===== config.mk =====
export PLATFORM = sky130hd
export DESIGN_NAME = pixel_colour_conversion
export DESIGN_NICKNAME = d
export VERILOG_FILES = /design/src/rtl/core/pcc_pkg.sv /design/src/rtl/core/pcc_channel.sv /design/src/rtl/core/pixel_colour_conversion.sv
export SDC_FILE = /design/constraint.sdc
export NUM_CORES = 2
export LEC_CHECK = 0
export BUFFER_PORTS_ARGS = -buffer_cell sky130_fd_sc_hd__buf_2
export CORE_AREA = 2 2 332 416
export DETAILED_ROUTE_END_ITERATION = 10
export DIE_AREA = 0 0 334 418
export PLACE_DENSITY = 0.56
export SYNTH_ARGS = -nofsm -noshare
export SYNTH_HDL_FRONTEND = slang
export SYNTH_HIERARCHICAL = 1
export SYNTH_SLANG_ARGS = --single-unit
export TNS_END_PERCENT = 20

===== constraint.sdc =====
create_clock -name clock -period 10.25 [get_ports clock]
set_input_delay 2.05 -clock clock [delete_from_list [all_inputs] [get_ports clock]]
set_output_delay 2.05 -clock clock [all_outputs]
set_load 0.02 [all_outputs]

===== src/rtl/core/pcc_pkg.sv =====
// shared types, codes and constants for the pixel color conversion block
package pcc_pkg;

   localparam int COEF_FRAC_BITS_DEFAULT = 10;
   localparam int CHAN_W = 8;
   localparam int CSR_INDEX_W = 3;
   localparam int MODE_W = 2;

   // luminosity weights in Q2.10, rescaled to other fraction widths
   localparam logic [31:0] LUMA_R_Q10 = 32'd306;
   localparam logic [31:0] LUMA_G_Q10 = 32'd601;
   localparam logic [31:0] LUMA_B_Q10 = 32'd117;
   localparam int Q10_FRAC = 10;

   // x / 3 as (x * 683) >> 11, exact for x below 1536
   localparam int AVG_SUM_W = CHAN_W + 2;
   localparam logic [AVG_SUM_W-1:0] AVG_RECIP = AVG_SUM_W'(683);
   localparam int AVG_SHIFT = 11;
   localparam int AVG_PROD_W = 2 * AVG_SUM_W;

   typedef enum logic [MODE_W-1:0] {
      MODE_MATRIX  = 2'd0,
      MODE_AVERAGE = 2'd1,
      MODE_LIGHT   = 2'd2
   } mode_type;

   typedef enum logic [CSR_INDEX_W-1:0] {
      CSR_MODE      = 3'd0,
      CSR_ROW_RED   = 3'd1,
      CSR_ROW_GREEN = 3'd2,
      CSR_ROW_BLUE  = 3'd3
   } csr_index_type;

   // per-stage advance strobes shared by the datapath modules
   typedef struct packed {
      logic s1;
      logic s2;
      logic s3;
   } adv_type;

   function automatic logic [31:0] scale_q10(input int frac, input logic [31:0] q10);
      logic [31:0] res;
      if (frac >= Q10_FRAC) begin
         res = q10 << (frac - Q10_FRAC);
      end else begin
         res = q10 >> (Q10_FRAC - frac);
      end
      return res;
   endfunction

endpackage


===== src/rtl/core/pcc_channel.sv =====
// one output channel of the color matrix: products, sum, shift and saturate
module pcc_channel import pcc_pkg::*; #(
   parameter int CoefFracBits = COEF_FRAC_BITS_DEFAULT
) (
   input  logic                            clock,
   input  adv_type                         adv,
   input  logic [3*(CoefFracBits+2)-1:0]   row,
   input  logic [CHAN_W-1:0]               red_in,
   input  logic [CHAN_W-1:0]               green_in,
   input  logic [CHAN_W-1:0]               blue_in,
   output logic [CHAN_W-1:0]               chan_out
);

   localparam int CoefW = CoefFracBits + 2;
   localparam int ProdW = CoefW + CHAN_W;
   localparam int SumW = ProdW + 2;
   localparam int ShW = SumW - CoefFracBits;
   localparam logic [ShW-1:0] ChanMax = ShW'((1 << CHAN_W) - 1);

   logic [ProdW-1:0] prod_r_ff, prod_g_ff, prod_b_ff;
   logic [SumW-1:0]  sum_ff, sum_in;
   logic [ShW-1:0]   shifted;
   logic [CHAN_W-1:0] chan_ff, chan_in;

   // stage 1: three narrow products
   always_ff @(posedge clock) begin
      if (adv.s1) begin
         prod_r_ff <= ProdW'(row[CoefW-1:0])         * ProdW'(red_in);
         prod_g_ff <= ProdW'(row[2*CoefW-1:CoefW])   * ProdW'(green_in);
         prod_b_ff <= ProdW'(row[3*CoefW-1:2*CoefW]) * ProdW'(blue_in);
      end
   end

   // stage 2: exact sum
   assign sum_in = SumW'(prod_r_ff) + SumW'(prod_g_ff) + SumW'(prod_b_ff);

   always_ff @(posedge clock) begin
      if (adv.s2) begin
         sum_ff <= sum_in;
      end
   end

   // stage 3: drop fraction, clamp at full scale
   assign shifted = sum_ff[SumW-1:CoefFracBits];
   assign chan_in = (shifted > ChanMax) ? ChanMax[CHAN_W-1:0] : shifted[CHAN_W-1:0];

   always_ff @(posedge clock) begin
      if (adv.s3) begin
         chan_ff <= chan_in;
      end
   end

   assign chan_out = chan_ff;

endmodule


===== src/rtl/core/pixel_colour_conversion.sv =====
// top level of the pixel color conversion block: csr, pipeline control, grey paths
//
// channel | ports                                        | direction
// req     | req_valid req_stall req_{red,green,blue}_in   | pixel in
// rsp     | rsp_valid rsp_stall rsp_{red,green,blue}_out  | pixel out
// csr     | csr_valid csr_ready csr_index csr_wdata       | register write
//
// three register stages, one pixel per cycle sustained while rsp_stall is low
// stage 1 multiplies (twelve by eight bits), stage 2 adds, stage 3 saturates
// a stage loads when it is empty or the stage after it can load, so bubbles close
// reset is synchronous, active high, clears valid bits, selects matrix mode and loads the luminosity rows
// csr writes are always accepted, as csr_ready is tied high; indexes above the row list are dropped
module pixel_colour_conversion import pcc_pkg::*; #(
   parameter int CoefFracBits = COEF_FRAC_BITS_DEFAULT
) (
   input  logic                             clock,
   input  logic                             reset,
   input  logic                             req_valid,
   output logic                             req_stall,
   input  logic [CHAN_W-1:0]                req_red_in,
   input  logic [CHAN_W-1:0]                req_green_in,
   input  logic [CHAN_W-1:0]                req_blue_in,
   output logic                             rsp_valid,
   input  logic                             rsp_stall,
   output logic [CHAN_W-1:0]                rsp_red_out,
   output logic [CHAN_W-1:0]                rsp_green_out,
   output logic [CHAN_W-1:0]                rsp_blue_out,
   input  logic                             csr_valid,
   output logic                             csr_ready,
   input  logic [CSR_INDEX_W-1:0]           csr_index,
   input  logic [3*(CoefFracBits+2)-1:0]    csr_wdata
);

   localparam int CoefW = CoefFracBits + 2;
   localparam int RowW = 3 * CoefW;
   localparam logic [CoefW-1:0] RstR = CoefW'(scale_q10(CoefFracBits, LUMA_R_Q10));
   localparam logic [CoefW-1:0] RstG = CoefW'(scale_q10(CoefFracBits, LUMA_G_Q10));
   localparam logic [CoefW-1:0] RstB = CoefW'(scale_q10(CoefFracBits, LUMA_B_Q10));
   localparam logic [RowW-1:0] RowRst = {RstB, RstG, RstR};

   // ---------------- configuration registers ----------------
   logic [MODE_W-1:0] mode_ff, mode_in;
   logic [RowW-1:0]   row_red_ff, row_red_in;
   logic [RowW-1:0]   row_green_ff, row_green_in;
   logic [RowW-1:0]   row_blue_ff, row_blue_in;
   logic              csr_xfer;

   assign csr_ready = 1'b1;
   assign csr_xfer = csr_valid & csr_ready;

   always_comb begin
      mode_in = mode_ff;
      row_red_in = row_red_ff;
      row_green_in = row_green_ff;
      row_blue_in = row_blue_ff;
      if (csr_xfer) begin
         unique case (csr_index)
            CSR_MODE:      mode_in = csr_wdata[MODE_W-1:0];
            CSR_ROW_RED:   row_red_in = csr_wdata;
            CSR_ROW_GREEN: row_green_in = csr_wdata;
            CSR_ROW_BLUE:  row_blue_in = csr_wdata;
            default:       mode_in = mode_ff;   // unmapped index, write dropped
         endcase
      end
   end

   always_ff @(posedge clock) begin
      if (reset) begin
         mode_ff <= MODE_MATRIX;
         row_red_ff <= RowRst;
         row_green_ff <= RowRst;
         row_blue_ff <= RowRst;
      end else begin
         mode_ff <= mode_in;
         row_red_ff <= row_red_in;
         row_green_ff <= row_green_in;
         row_blue_ff <= row_blue_in;
      end
   end

   // ---------------- pipeline control ----------------
   logic    v1_ff, v2_ff, v3_ff;
   logic    v1_in, v2_in, v3_in;
   adv_type adv;
   logic    req_xfer;

   // a stage may load when it is empty or its content moves on
   assign adv.s3 = ~v3_ff | ~rsp_stall;
   assign adv.s2 = ~v2_ff | adv.s3;
   assign adv.s1 = ~v1_ff | adv.s2;

   assign req_stall = ~adv.s1;
   assign req_xfer = req_valid & ~req_stall;

   assign v1_in = adv.s1 ? req_valid : v1_ff;
   assign v2_in = adv.s2 ? v1_ff : v2_ff;
   assign v3_in = adv.s3 ? v2_ff : v3_ff;

   always_ff @(posedge clock) begin
      if (reset) begin
         v1_ff <= 1'b0;
         v2_ff <= 1'b0;
         v3_ff <= 1'b0;
      end else begin
         v1_ff <= v1_in;
         v2_ff <= v2_in;
         v3_ff <= v3_in;
      end
   end

   // ---------------- matrix channels ----------------
   logic [CHAN_W-1:0] mat_red, mat_green, mat_blue;

   pcc_channel #(.CoefFracBits(CoefFracBits)) u_chan_red (
      .clock    (clock),
      .adv      (adv),
      .row      (row_red_ff),
      .red_in   (req_red_in),
      .green_in (req_green_in),
      .blue_in  (req_blue_in),
      .chan_out (mat_red)
   );

   pcc_channel #(.CoefFracBits(CoefFracBits)) u_chan_green (
      .clock    (clock),
      .adv      (adv),
      .row      (row_green_ff),
      .red_in   (req_red_in),
      .green_in (req_green_in),
      .blue_in  (req_blue_in),
      .chan_out (mat_green)
   );

   pcc_channel #(.CoefFracBits(CoefFracBits)) u_chan_blue (
      .clock    (clock),
      .adv      (adv),
      .row      (row_blue_ff),
      .red_in   (req_red_in),
      .green_in (req_green_in),
      .blue_in  (req_blue_in),
      .chan_out (mat_blue)
   );

   // ---------------- grey paths ----------------
   // stage 1: channel sum for average, (max + min) / 2 for lightness
   logic [CHAN_W-1:0]    hi_rg, lo_rg, max_c, min_c;
   logic [CHAN_W:0]      light_sum;
   logic [AVG_SUM_W-1:0] avg_sum_ff, avg_sum_in;
   logic [CHAN_W-1:0]    light_s1_ff, light_s1_in;
   logic [MODE_W-1:0]    mode_s1_ff;

   assign hi_rg = (req_red_in > req_green_in) ? req_red_in : req_green_in;
   assign lo_rg = (req_red_in < req_green_in) ? req_red_in : req_green_in;
   assign max_c = (hi_rg > req_blue_in) ? hi_rg : req_blue_in;
   assign min_c = (lo_rg < req_blue_in) ? lo_rg : req_blue_in;
   assign light_sum = {1'b0, max_c} + {1'b0, min_c};
   assign light_s1_in = light_sum[CHAN_W:1];
   assign avg_sum_in = AVG_SUM_W'(req_red_in) + AVG_SUM_W'(req_green_in)
                     + AVG_SUM_W'(req_blue_in);

   always_ff @(posedge clock) begin
      if (adv.s1) begin
         avg_sum_ff <= avg_sum_in;
         light_s1_ff <= light_s1_in;
         mode_s1_ff <= mode_ff;
      end
   end

   // stage 2: reciprocal multiply for the divide by three
   logic [AVG_PROD_W-1:0] avg_prod_ff;
   logic [CHAN_W-1:0]     light_s2_ff;
   logic [MODE_W-1:0]     mode_s2_ff;

   always_ff @(posedge clock) begin
      if (adv.s2) begin
         avg_prod_ff <= AVG_PROD_W'(avg_sum_ff) * AVG_PROD_W'(AVG_RECIP);
         light_s2_ff <= light_s1_ff;
         mode_s2_ff <= mode_s1_ff;
      end
   end

   // stage 3: pick the grey value; mode 3 falls to lightness
   logic [CHAN_W-1:0] grey_ff, grey_in;
   logic              matrix_s3_ff;

   always_comb begin
      case (mode_s2_ff)
         MODE_AVERAGE: grey_in = avg_prod_ff[AVG_SHIFT+CHAN_W-1:AVG_SHIFT];
         default:      grey_in = light_s2_ff;
      endcase
   end

   always_ff @(posedge clock) begin
      if (adv.s3) begin
         grey_ff <= grey_in;
         matrix_s3_ff <= (mode_s2_ff == MODE_MATRIX);
      end
   end

   // ---------------- result transfer ----------------
   assign rsp_valid = v3_ff;
   assign rsp_red_out = matrix_s3_ff ? mat_red : grey_ff;
   assign rsp_green_out = matrix_s3_ff ? mat_green : grey_ff;
   assign rsp_blue_out = matrix_s3_ff ? mat_blue : grey_ff;

`ifndef ASSERT_OFF
   // full pipeline with a stalled result must push back on the input
   a_full_backpressure: assert property (@(posedge clock) disable iff (reset)
      (v1_ff && v2_ff && v3_ff && rsp_stall) |-> req_stall)
      else $error("full pipeline did not stall input");

   // an accepted pixel always lands in stage 1
   a_accept_lands: assert property (@(posedge clock) disable iff (reset)
      req_xfer |=> v1_ff)
      else $error("accepted pixel lost at stage 1");

   // grey modes put one value on all three channels
   a_grey_equal: assert property (@(posedge clock) disable iff (reset)
      (rsp_valid && !matrix_s3_ff) |->
         (rsp_red_out == rsp_green_out && rsp_green_out == rsp_blue_out))
      else $error("grey result channels differ");

   // stage 2 keeps the pixel it holds while downstream is blocked
   a_stage2_hold: assert property (@(posedge clock) disable iff (reset)
      (v2_ff && v3_ff && rsp_stall) |=> v2_ff)
      else $error("stage 2 pixel dropped under stall");
`endif

endmodule


==> flow_summary.html <==
<table>
<tr><th>Metric</th><th>Value</th></tr>
<tr><th colspan="2">STA</th></tr>
<tr><td>Fraction of the cycle the final worst path needs</td><td>0.704</td></tr>
<tr><td>Largest clock skew in the final design</td><td>0.0335 ns</td></tr>
<tr><td>Time the worst path needs with I/O delays and setup</td><td>7.21 ns</td></tr>
<tr><td>Setup repair after global routing missed its margin</td><td>false</td></tr>
<tr><td>Worst Tran Pin Value</td><td>1.08 ns</td></tr>
<tr><td>Relative slew slack</td><td>0.280</td></tr>
<tr><td>Max-slew violation count</td><td>0</td></tr>
<tr><td>Final hold violations</td><td>0</td></tr>
<tr><td>Sum of negative setup slack</td><td>0 ns</td></tr>
<tr><td>Setup violations, final</td><td>0</td></tr>
<tr><td>Upper clock frequency limit</td><td>139 MHz</td></tr>
<tr><th colspan="2">Placement</th></tr>
<tr><td>HPWL reported at the end of detailed placement</td><td>100 mm</td></tr>
<tr><td>Routability congestion estimate</td><td>0.863</td></tr>
<tr><td>Port Buffer Count</td><td>93</td></tr>
<tr><th colspan="2">CTS</th></tr>
<tr><td>Insertion delay to the later sink of the worst-skew pair</td><td>0.63 ns</td></tr>
<tr><td>Cts bufs inserted</td><td>47</td></tr>
<tr><td>Clk buf depth</td><td>3</td></tr>
<tr><td>CTS tree</td><td>built</td></tr>
<tr><td>Clock sink count</td><td>400</td></tr>
<tr><td>Number of gates given a new drive strength after cts</td><td>0</td></tr>
<tr><td>Number of levels in the clock H-tree</td><td>2</td></tr>
<tr><td>Clock Tree Root</td><td>sky130_fd_sc_hd__clkbuf_16</td></tr>
<tr><td>CTS clk-pin slew, worst paths</td><td>0.07 ns</td></tr>
<tr><td>Post-CTS Setup Bufs</td><td>0</td></tr>
<tr><td>Number of hold buffers added after CTS</td><td>0</td></tr>
<tr><th colspan="2">Critical path</th></tr>
<tr><td>Critical Path Source Type</td><td>input pin</td></tr>
<tr><td>Classification of the worst setup path</td><td>input pin to flop</td></tr>
<tr><td>Worst Path Max Fanout</td><td>39</td></tr>
<tr><td>CP endpoint kind</td><td>flop</td></tr>
<tr><td>Data required time of the worst path</td><td>10.63 ns</td></tr>
<tr><td>Arrival time worst endpoint</td><td>7.59 ns</td></tr>
<tr><td>Max incr delay on CP</td><td>0.76 ns</td></tr>
<tr><td>Worst path most repeated cell</td><td>sky130_fd_sc_hd__nor2_1</td></tr>
<tr><td>Cell class contributing the biggest share of worst-path delay</td><td>compound AO/OA/AOI/OAI gates</td></tr>
<tr><td>Worst-case register-to-register setup slack</td><td>4.97 ns</td></tr>
<tr><td>Slowest CP cell</td><td>sky130_fd_sc_hd__a21oi_1</td></tr>
<tr><td>Count of buffering cells on the critical path with inverters included</td><td>2</td></tr>
<tr><td>Critical-path cell list</td><td>buf_2 &gt; inv_1 &gt; ha_1 &gt; o21ai_0 &gt; nor2_1 &gt; nor2_1 &gt; a21oi_1 &gt; o21ai_0 &gt; ha_1 &gt; nand3_1 &gt; o2111ai_1 &gt; and2_1 &gt; a21boi_0 &gt; fa_1 &gt; a21oi_1 &gt; nor2_1 &gt; nor2_1 &gt; o21bai_1 &gt; a21oi_1 &gt; nor2b_1 &gt; o21ai_0 &gt; nand2b_1</td></tr>
<tr><th colspan="2">Synthesis</th></tr>
<tr><td>Adder-cell share of the synthesized area</td><td>0.403</td></tr>
<tr><td>Number of synthesized register bits</td><td>400</td></tr>
<tr><td>Most used flip-flop cell after synthesis</td><td>sky130_fd_sc_hd__edfxtp_1</td></tr>
<tr><td>Share of cell area taken by muxes after synthesis</td><td>0.00489</td></tr>
<tr><td>Mapped Cells</td><td>4795</td></tr>
<tr><td>Dominant combinational cell family by area after synthesis</td><td>adder cells</td></tr>
<tr><td>Syn Std Cell Area</td><td>47100 um^2</td></tr>
<tr><td>Sequential share of the synthesized area</td><td>0.231</td></tr>
<tr><td>Yosys warns</td><td>6</td></tr>
<tr><td>Area fraction in and, or, nand and nor cells after synthesis</td><td>0.183</td></tr>
<tr><td>Syn_nets</td><td>6003</td></tr>
<tr><td>Ys async rst share</td><td>0</td></tr>
<tr><td>Synth Area in Compound Gates</td><td>0.0763</td></tr>
<tr><td>Unique cell type count in the Yosys netlist</td><td>94</td></tr>
<tr><td>Area share of xor/xnor cells in the synthesized design</td><td>0.0307</td></tr>
<tr><td>Average instance area after synthesis</td><td>9.83 um^2</td></tr>
<tr><td>Number of synthesized flops with an enable pin</td><td>287</td></tr>
<tr><th colspan="2">Cells and area</th></tr>
<tr><td>Area overhead of the layout relative to synthesis</td><td>8.70%</td></tr>
<tr><td>Multi-input logic area</td><td>32900 um^2</td></tr>
<tr><td>Biggest regs</td><td>row_blue_ff: 36 flops, row_green_ff: 36 flops, row_red_ff: 36 flops</td></tr>
<tr><td>Proportion of layout cells with a drive suffix above 1</td><td>0.0540</td></tr>
<tr><td>Number of fillers in the final layout</td><td>13500</td></tr>
<tr><td>Sequential cell area</td><td>10900 um^2</td></tr>
<tr><td>Final nets</td><td>6058</td></tr>
<tr><td>Post-layout utilization of the core</td><td>0.379</td></tr>
<tr><th colspan="2">Global routing</th></tr>
<tr><td>Vias in the first global route</td><td>34700</td></tr>
<tr><td>Maximum number of pins on one net before global-route repair</td><td>71</td></tr>
<tr><td>Global-route wire length before repair</td><td>203 mm</td></tr>
<tr><td>All-Layer GR Usage</td><td>0.187</td></tr>
<tr><td>Number of antenna violations at the first check in global routing</td><td>18</td></tr>
<tr><td>Global route total overflow</td><td>0</td></tr>
<tr><th colspan="2">Route</th></tr>
<tr><td>Wirelength, routed</td><td>128 mm</td></tr>
<tr><td>Post-detailed-route count of antenna-violating nets</td><td>0</td></tr>
<tr><td>Routed via count</td><td>32800</td></tr>
<tr><td>TritonRoute pass-1 iters</td><td>5</td></tr>
<tr><td>Routed len/inst</td><td>19.3 um</td></tr>
<tr><td>Residual DRC</td><td>0</td></tr>
<tr><td>Vias per std cell</td><td>4.92</td></tr>
<tr><td>Initial detailed-routing violation count</td><td>1422</td></tr>
<tr><th colspan="2">Floorplanning</th></tr>
<tr><td>Core region area</td><td>135000 um^2</td></tr>
<tr><td>Starting utilization of the core area</td><td>0.348</td></tr>
<tr><td>Row count</td><td>151</td></tr>
<tr><td>Die outline area</td><td>140000 um^2</td></tr>
<tr><td>Die height</td><td>418 um</td></tr>
<tr><td>Chip width</td><td>334 um</td></tr>
<tr><td>Boundary pin count</td><td>95</td></tr>
<tr><th colspan="2">Pwr</th></tr>
<tr><td>P_leak</td><td>24.5 nW</td></tr>
<tr><td>Largest voltage drop on the vdd net</td><td>0.286 mV</td></tr>
<tr><td>Power density normalized to cell area</td><td>243 nW/um^2</td></tr>
<tr><th colspan="2">Job</th></tr>
<tr><td>Number of max-capacitance violations reported</td><td>0</td></tr>
<tr><th colspan="2">Run status</th></tr>
<tr><td>Outcome</td><td>finished clean</td></tr>
<tr><th colspan="2">Worst hold path</th></tr>
<tr><td>Worst hold path class</td><td>flop to flop</td></tr>
</table>
## final timing paths
kind,from,end,depth (start not counted)
setup reg to reg,row_blue_ff[5],u_chan_blue/prod_r_ff[19],15
hold reg to reg,mode_s1_ff[0],mode_s2_ff[0],0
setup / recovery,req_green_in[7],light_s1_ff[7],22
hold / removal,mode_s1_ff[0],mode_s2_ff[0],0
## logic make-up (layout without fill, tap and decap cells)
kind of cell,after synthesis,after routing
compound gates,551,551
xor+xnor,165,165
fa+ha+maj,1140,1140
buf+inv,899,992
flops,400,400
mux,21,21
other cells,1,5
simple gates,1618,1618
## routing by layer
layer  vias up  wire length, um  global-route usage
met5         -              166                   0
met4        26             3170              0.0466
li1      15500                -                   -
met3       160             4880              0.0229
met1     16600            56200               0.240
met2       505            63600               0.333
## cells in the mapped netlist, types with 35 or more instances
cell type	count	area, um^2
sky130_fd_sc_hd__and2_1	715	4470
sky130_fd_sc_hd__xnor2_1	121	1060
sky130_fd_sc_hd__a21oi_1	212	1060
sky130_fd_sc_hd__nor2_1	120	450
sky130_fd_sc_hd__nand3b_1	46	345
sky130_fd_sc_hd__ha_1	512	6410
sky130_fd_sc_hd__xor2_1	44	385
sky130_fd_sc_hd__inv_1	781	2930
sky130_fd_sc_hd__clkbuf_1	116	435
sky130_fd_sc_hd__nand2_1	503	1890
sky130_fd_sc_hd__dfxtp_1	113	2260
sky130_fd_sc_hd__nor3_1	35	175
sky130_fd_sc_hd__edfxtp_1	287	8620
sky130_fd_sc_hd__fa_1	628	12600
sky130_fd_sc_hd__a21o_1	56	420
sky130_fd_sc_hd__nand2b_1	58	363
sky130_fd_sc_hd__o21ai_0	82	410
## layout make-up
type                    count  area share
flip-flops and latches    400       0.212
well taps                1759      0.0430
multi-input cells        3496       0.642
diodes                      4    0.000195
clock inverters            29     0.00603
inverters                 781      0.0572
clock buffers              58      0.0252
repair buffers            124      0.0137
## stage by stage
step,setup slack (ns),area [um^2],hold slack [ns],power [mW],std cells
2_1_floorplan,0.811,47100,0.400,8.54,4795
3_3_place_gp,2.31,49600,0.401,10.7,6560
5_1_grt,2.37,51200,0.421,13.7,6647
4_1_cts,3.01,51200,0.416,12.6,6647
6_report,3.04,51200,0.414,12.5,6651
3_5_place_dp,2.37,49600,0.407,10.8,6560
## placed cells by master, fill, tap and decap left out, types with 56 or more instances in the layout
cell and n:
sky130_fd_sc_hd__edfxtp_1 287, sky130_fd_sc_hd__dfxtp_1 113, sky130_fd_sc_hd__nor2_1 118, sky130_fd_sc_hd__inv_1 780
sky130_fd_sc_hd__ha_1 512, sky130_fd_sc_hd__nand2_1 502, sky130_fd_sc_hd__nand2b_1 58, sky130_fd_sc_hd__fa_1 628
sky130_fd_sc_hd__buf_2 92, sky130_fd_sc_hd__and2_1 715, sky130_fd_sc_hd__a21oi_1 212, sky130_fd_sc_hd__a21o_1 56
sky130_fd_sc_hd__o21ai_0 82, sky130_fd_sc_hd__xnor2_1 121
## report_power, final
group          internal [mW]  switching, mW
combinational           3.30           4.44
clock                   1.01          0.755
sequential              2.63          0.323
total                   6.93           5.52
Note: power is estimated with default switching activity, not from simulation.
